<file path="config.mk">
export PLATFORM = sky130hd
export DESIGN_NAME = powerpc_branch_next_pc
export DESIGN_NICKNAME = d
export VERILOG_FILES = /design/src/rtl/core/pbnp_pkg.sv /design/src/rtl/core/pbnp_resolve.sv /design/src/rtl/core/powerpc_branch_next_pc.sv
export VERILOG_INCLUDE_DIRS = /design/src /design/src/rtl/core
export SDC_FILE = /design/constraint.sdc
export NUM_CORES = 1
export LEC_CHECK = 0
export BUFFER_PORTS_ARGS = -buffer_cell sky130_fd_sc_hd__buf_4
export CORE_MARGIN = 3
export CORE_UTILIZATION = 52
export DETAILED_ROUTE_END_ITERATION = 16
export PLACE_DENSITY = 0.77
export SLEW_MARGIN = 20
export SYNTH_ARGS = -nofsm -noshare
export SYNTH_HDL_FRONTEND = slang
export SYNTH_SLANG_ARGS = --single-unit
</file>
<file path="constraint.sdc">
create_clock -name clk -period 14 [get_ports clk]
set_clock_uncertainty 0.15 [all_clocks]
set_input_delay 2.1 -clock clk [delete_from_list [all_inputs] [get_ports clk]]
set_output_delay 2.1 -clock clk [all_outputs]
set_load 0.05 [all_outputs]
</file>
<file path="src/rtl/core/assert_macros.svh">
// Assertion macros shared by the RTL; they expand to nothing when SYNTH is defined.
`ifndef ASSERT_MACROS_SVH
`define ASSERT_MACROS_SVH

`ifndef SYNTH
// Checked on every rising edge outside reset.
`define ASSERT_CLK(lbl, clk, rst, prop, msg) \
  lbl: assert property (@(posedge clk) disable iff (rst) prop) else $error(msg);
// Checked on every rising edge, reset included.
`define ASSERT_ALWAYS(lbl, clk, prop, msg) \
  lbl: assert property (@(posedge clk) prop) else $error(msg);
`else
`define ASSERT_CLK(lbl, clk, rst, prop, msg)
`define ASSERT_ALWAYS(lbl, clk, prop, msg)
`endif

`endif

</file>
<file path="src/rtl/core/pbnp_pkg.sv">
// Shared types and constants of the branch next-address block.
package pbnp_pkg;

  // Address width; every address wraps modulo 2^WORD_BITS (range 32 to 64).
  localparam int unsigned WORD_BITS = 64;

  typedef logic [WORD_BITS-1:0] addr_t;

  // Primary opcodes.
  localparam logic [5:0] OPC_B  = 6'd18;
  localparam logic [5:0] OPC_BC = 6'd16;
  localparam logic [5:0] OPC_XL = 6'd19;

  // Extended opcodes of the XL form.
  localparam logic [9:0] XO_BCLR  = 10'd16;
  localparam logic [9:0] XO_BCCTR = 10'd528;

  // Displacement field masks.
  localparam logic [31:0] B_DISP_MASK  = 32'h03fffffc;
  localparam logic [31:0] BC_DISP_MASK = 32'h0000fffc;

  typedef enum logic [2:0] {
    KIND_SEQ   = 3'd0,
    KIND_IFORM = 3'd1,
    KIND_BFORM = 3'd2,
    KIND_LINK  = 3'd3,
    KIND_COUNT = 3'd4
  } branch_kind_t;

  // One resolved result beat.
  typedef struct packed {
    logic [63:0]  next_pc;
    logic         redirected;
    branch_kind_t kind;
  } res_t;

endpackage

</file>
<file path="src/rtl/core/pbnp_resolve.sv">
// Combinational next-address resolution for one instruction.
module pbnp_resolve (
  input  logic [31:0]   instruction,
  input  logic [63:0]   current_pc,
  input  logic [63:0]   count_reg,
  input  logic [31:0]   cond_reg,
  input  logic [63:0]   link_reg,
  output pbnp_pkg::res_t res
);
  import pbnp_pkg::*;

  logic [5:0]   op;
  logic [9:0]   xo;
  logic [4:0]   bo;
  logic [4:0]   bi;
  logic         ctr_ok;
  logic         cr_ok;
  logic         cond;
  logic [31:0]  b_field;
  logic [31:0]  bc_field;
  addr_t        pc;
  addr_t        b_disp;
  addr_t        bc_disp;
  addr_t        b_target;
  addr_t        bc_target;
  addr_t        next_addr;
  branch_kind_t kind;

  // Field extraction.
  assign op = instruction[31:26];
  assign xo = instruction[10:1];
  assign bo = instruction[25:21];
  assign bi = instruction[20:16];
  assign pc = current_pc[WORD_BITS-1:0];

  // Branch condition: the count test uses CTR minus one on its low word.
  assign ctr_ok = bo[2] || ((count_reg[31:0] == 32'd1) == bo[1]);
  assign cr_ok  = bo[4] || (cond_reg[5'd31 - bi] == bo[3]);
  assign cond   = ctr_ok && cr_ok;

  // Sign-extended displacements and targets, absolute when AA is set.
  assign b_field   = instruction & B_DISP_MASK;
  assign bc_field  = instruction & BC_DISP_MASK;
  assign b_disp    = {{(WORD_BITS-26){b_field[25]}}, b_field[25:0]};
  assign bc_disp   = {{(WORD_BITS-16){bc_field[15]}}, bc_field[15:0]};
  assign b_target  = instruction[1] ? b_disp : pc + b_disp;
  assign bc_target = instruction[1] ? bc_disp : pc + bc_disp;

  // Opcode decode selects the next address.
  always_comb begin
    next_addr = pc + addr_t'(4);
    kind      = KIND_SEQ;
    unique case (op)
      OPC_B: begin
        next_addr = b_target;
        kind      = KIND_IFORM;
      end
      OPC_BC: begin
        if (cond) begin
          next_addr = bc_target;
          kind      = KIND_BFORM;
        end
      end
      OPC_XL: begin
        if (cond && xo == XO_BCLR) begin
          next_addr = {link_reg[WORD_BITS-1:2], 2'b00};
          kind      = KIND_LINK;
        end else if (cond && xo == XO_BCCTR) begin
          next_addr = {count_reg[WORD_BITS-1:2], 2'b00};
          kind      = KIND_COUNT;
        end
      end
      default: begin
      end
    endcase
  end

  // Addresses carry zeros above the word width.
  assign res.next_pc    = 64'(next_addr);
  assign res.redirected = (kind != KIND_SEQ);
  assign res.kind       = kind;

endmodule

</file>
<file path="src/rtl/core/powerpc_branch_next_pc.sv">
// Top level of the branch next-address block: input register, decode, result register.
//
//  Channel  Handshake            Payload
//  in       in_valid / in_stall  instruction, current_pc, count_reg, cond_reg, link_reg
//  out      out_valid/out_stall  next_pc, redirected, branch_kind
//
// One beat in and one beat out per cycle while the output does not stall; a taken beat passes
// through the input register and then the result register before it reaches the outputs.
// The decode and the target adders sit between the input register and the result register.
// Reset clears both valid flags; payload registers are not reset.
// A stall on a valid output holds the result register and, once the input register is
// also full, stalls the input.
`include "assert_macros.svh"

module powerpc_branch_next_pc (
  input  logic        clk,
  input  logic        rst,
  input  logic        in_valid,
  output logic        in_stall,
  input  logic [31:0] instruction,
  input  logic [63:0] current_pc,
  input  logic [63:0] count_reg,
  input  logic [31:0] cond_reg,
  input  logic [63:0] link_reg,
  output logic        out_valid,
  input  logic        out_stall,
  output logic [63:0] next_pc,
  output logic        redirected,
  output logic [2:0]  branch_kind
);
  import pbnp_pkg::*;

  logic        s1_valid;
  logic [31:0] s1_instruction;
  logic [63:0] s1_pc;
  logic [63:0] s1_ctr;
  logic [31:0] s1_cr;
  logic [63:0] s1_lr;
  logic        out_ready;
  logic        s1_ready;
  logic        s1_move;
  res_t        res;

  // Stage advance conditions.
  assign out_ready = !out_valid || !out_stall;
  assign s1_ready  = !s1_valid || out_ready;
  assign in_stall  = !s1_ready;
  assign s1_move   = s1_valid && out_ready;

  // Input register.
  always_ff @(posedge clk) begin
    if (rst) begin
      s1_valid <= 1'b0;
    end else if (s1_ready) begin
      s1_valid <= in_valid;
    end
  end

  always_ff @(posedge clk) begin
    if (s1_ready && in_valid) begin
      s1_instruction <= instruction;
      s1_pc          <= current_pc;
      s1_ctr         <= count_reg;
      s1_cr          <= cond_reg;
      s1_lr          <= link_reg;
    end
  end

  // Next-address decode.
  pbnp_resolve u_resolve (
    .instruction (s1_instruction),
    .current_pc  (s1_pc),
    .count_reg   (s1_ctr),
    .cond_reg    (s1_cr),
    .link_reg    (s1_lr),
    .res         (res)
  );

  // Result register.
  always_ff @(posedge clk) begin
    if (rst) begin
      out_valid <= 1'b0;
    end else if (out_ready) begin
      out_valid <= s1_valid;
    end
  end

  always_ff @(posedge clk) begin
    if (s1_move) begin
      next_pc     <= res.next_pc;
      redirected  <= res.redirected;
      branch_kind <= res.kind;
    end
  end

  // Checks.
  `ASSERT_ALWAYS(a_reset_clears, clk, rst |=> (!s1_valid && !out_valid), "reset left a beat valid")
  `ASSERT_CLK(a_stall_full, clk, rst, in_stall |-> (s1_valid && out_valid), "input stalled with room")
  `ASSERT_CLK(a_advance, clk, rst, s1_move |=> out_valid, "decoded beat was lost")
  `ASSERT_CLK(a_redir_kind, clk, rst,
    out_valid |-> (redirected == (branch_kind != KIND_SEQ)), "redirect flag disagrees with kind")
  `ASSERT_CLK(a_reg_align, clk, rst,
    (out_valid && (branch_kind == KIND_LINK || branch_kind == KIND_COUNT)) |->
      (next_pc[1:0] == 2'b00), "register target not word aligned")

endmodule
</file>
==> out/results.ini <==
[outcome]
status=finished clean

[clock_network]
clk_root_buffer_cell=clkbuf_16
ctsResizeCount=0
numCtsBuffers=35
ctsHoldBuffers=0
clkLatencyLatePin_ns=0.57
cts_setup_buffers=0
cts_htree_levels=2
tritoncts=yes
path_clk_slew_ns=0.06
clkSinkCount=323
cts_buffer_depth=3

[logic_synthesis]
syn_area_mm2=0.02061
synth-edff-count=321
ys_seq_elements=323
yosys-top-cells-area=edfxtp_1 47%, ha_1 6.6%, a21oi_1 4.1%
yosysSeqAreaShare=0.4696
ys.warnings.count=0
netlist.area_leader.share=0.4677
syn_nets=2363
netlist_instances=1993
syn_area_per_cell_um2=10.34
ys.flop_type=edfxtp_1
yosysTopAreaCell=edfxtp_1
ys_types=90
synth-async-reset-ratio=0

[timing]
setup_tns_ns=0
setup_viol=0
drv_slew=0
finalHoldViolCount=0
fmax_mhz=185.1
tightest_slew_ns=1.102
slew_headroom=0.2656
rsz0062_at_grt=false
setup_slack_ns=8.597
fin_crit_ns=5.403
whs_ns=0.3529
period_share=0.3859

[placed_design]
place_congestion=0.9532
preCtsSetupSlack_ns=8.509
placed_cells=2749
io_buffers=326
dp_hpwl_um=51630

[power_and_ir_drop]
irDropWorstVdd_uv=104.4
power.leakage_nw=9.604
power_density_mw_per_mm2=107.8

[die]
start_util=0.5296
std_cell_rows=72
die_x_um=205.1
dieArea_mm2=0.04206
dieHeight_um=205.1
ios=330
fp.coreArea_mm2=0.03892

[critical_path]
cp_data_required_time_ns=14.15
worstSetupPathType=flop to flop
crit_arrival_ns=5.55
cp-end-kind=flop
critPathLaunchType=flop
critPathMaxFanout=51

[finish]
nets=2638
multiInputGateArea_mm2=0.01033
instances_no_fill=2811
area_growth_pct=18.90
ff_latch_area_mm2=0.009679
final_util=0.6297
antennaDiodeCount=0
n_fill_cell=3167
drive_above_1_share=0.1893
final_cell_mix=346 x buf_4, 321 x edfxtp_1, 178 x nand2_1, 170 x a21oi_1, 150 x o21ai_0
mostFrequentLayoutCell=buf_4

[flow_run]
maxCapViolCount=0

[route]
drtAntennaViolNets=0
drc=0
routed_wl_um=68910
firstDrtPassIters=6
routedWlPerCell_um=24.51
via_per_inst=6.368
drtIter0Drc=1733
vias=17900

[global_routing]
grt_pass1_vias=17170
overflow=0
antenna_found_initial=0
grt_max_degree=93
grt_usage=0.3192
grt_pass1_wl_um=102100

[worst_hold_path]
hp-class=flop to flop

-- critical path, stage by stage (launching register included) --
cell and delay [ns]:
edfxtp_1 0.33, buf_4 0.57, ha_1 0.45, a21oi_1 0.29, nand2_1 0.10, a221oi_1 0.45
nand3_1 0.41, a32oi_1 0.69, a21oi_1 0.21, o21ai_1 0.31, and2_0 0.38, a2111oi_0 0.20
or3b_1 0.37, a22o_1 0.21
-- worst paths after layout --
path	from	endpoint	slack [ns]	depth (start not counted)
worst max-delay path	s1_instruction[15]	next_pc[55]	8.60	13
worst min register to register	s1_valid	out_valid	0.35	2
worst min-delay path	s1_valid	out_valid	0.35	2
worst max register to register	s1_instruction[15]	next_pc[55]	8.60	13
-- sequential cells by signal (all words and copies together) (netlist names), 3 cells and up --
name,flops
branch_kind,3
next_pc,64
s1_cr,32
s1_ctr,64
s1_instruction,31
s1_lr,62
s1_pc,64
-- metrics by stage --
step,power (W),instance area (um^2)
detailed placement,0.001757,23420
finish,0.002641,24500
global route,0.002743,24500
CTS,0.002649,24500
floorplan,0.001562,20610
global placement,0.001749,23420
-- cell families after synthesis --
kind of cell	count (synthesis)	synth area share
compound gates	610	0.1880
simple gates	570	0.1351
flops	323	0.4696
xor+xnor	155	0.06587
buf+inv	149	0.02999
fa+ha+maj	110	0.06714
mux	76	0.04432
-- per-layer routing --
metal / vias to the layer above / GRT usage / share of wire
li1: 8191 / - / -
met1: 8460 / 0.4423 / 0.41
met2: 1075 / 0.4984 / 0.45
met3: 174 / 0.05594 / 0.096
met4: 0 / 0.1318 / 0.042
met5: - / 0 / 0
-- power by group --
group | internal [W] | switching [W] | total, W | leakage (nW)
Clock | 0.000502 | 0.000386 | 0.000888 | 0.527
Combinational | 0.000228 | 0.000353 | 0.000582 | 5.95
Sequential | 0.00113 | 0.0000409 | 0.00117 | 3.12
-- layout make-up --
| class | instances | share of cell area |
|---|---|---|
| Clock inverter | 19 | 0.007302 |
| Sequential cell | 323 | 0.3950 |
| Tap cell | 518 | 0.02645 |
| Inverter | 40 | 0.006127 |
| Multi-Input combinational cell | 1521 | 0.4217 |
| Clock buffer | 43 | 0.03697 |
| Timing Repair Buffer | 347 | 0.1065 |
-- cell usage after synthesis (20+ instances only) --
cell	count
clkbuf_1	87
a31oi_1	26
xnor2_1	81
mux2i_1	61
a21oi_1	170
nand4_1	49
nand2_1	179
nor3_1	24
ha_1	109
o21ai_0	151
nor2_1	121
o21a_1	21
edfxtp_1	321
nand3_1	67
a21o_1	43
nor4_1	20
o211ai_1	21
inv_1	39
and3_1	29
xor2_1	74
Note: power is estimated with default switching activity, not from simulation.
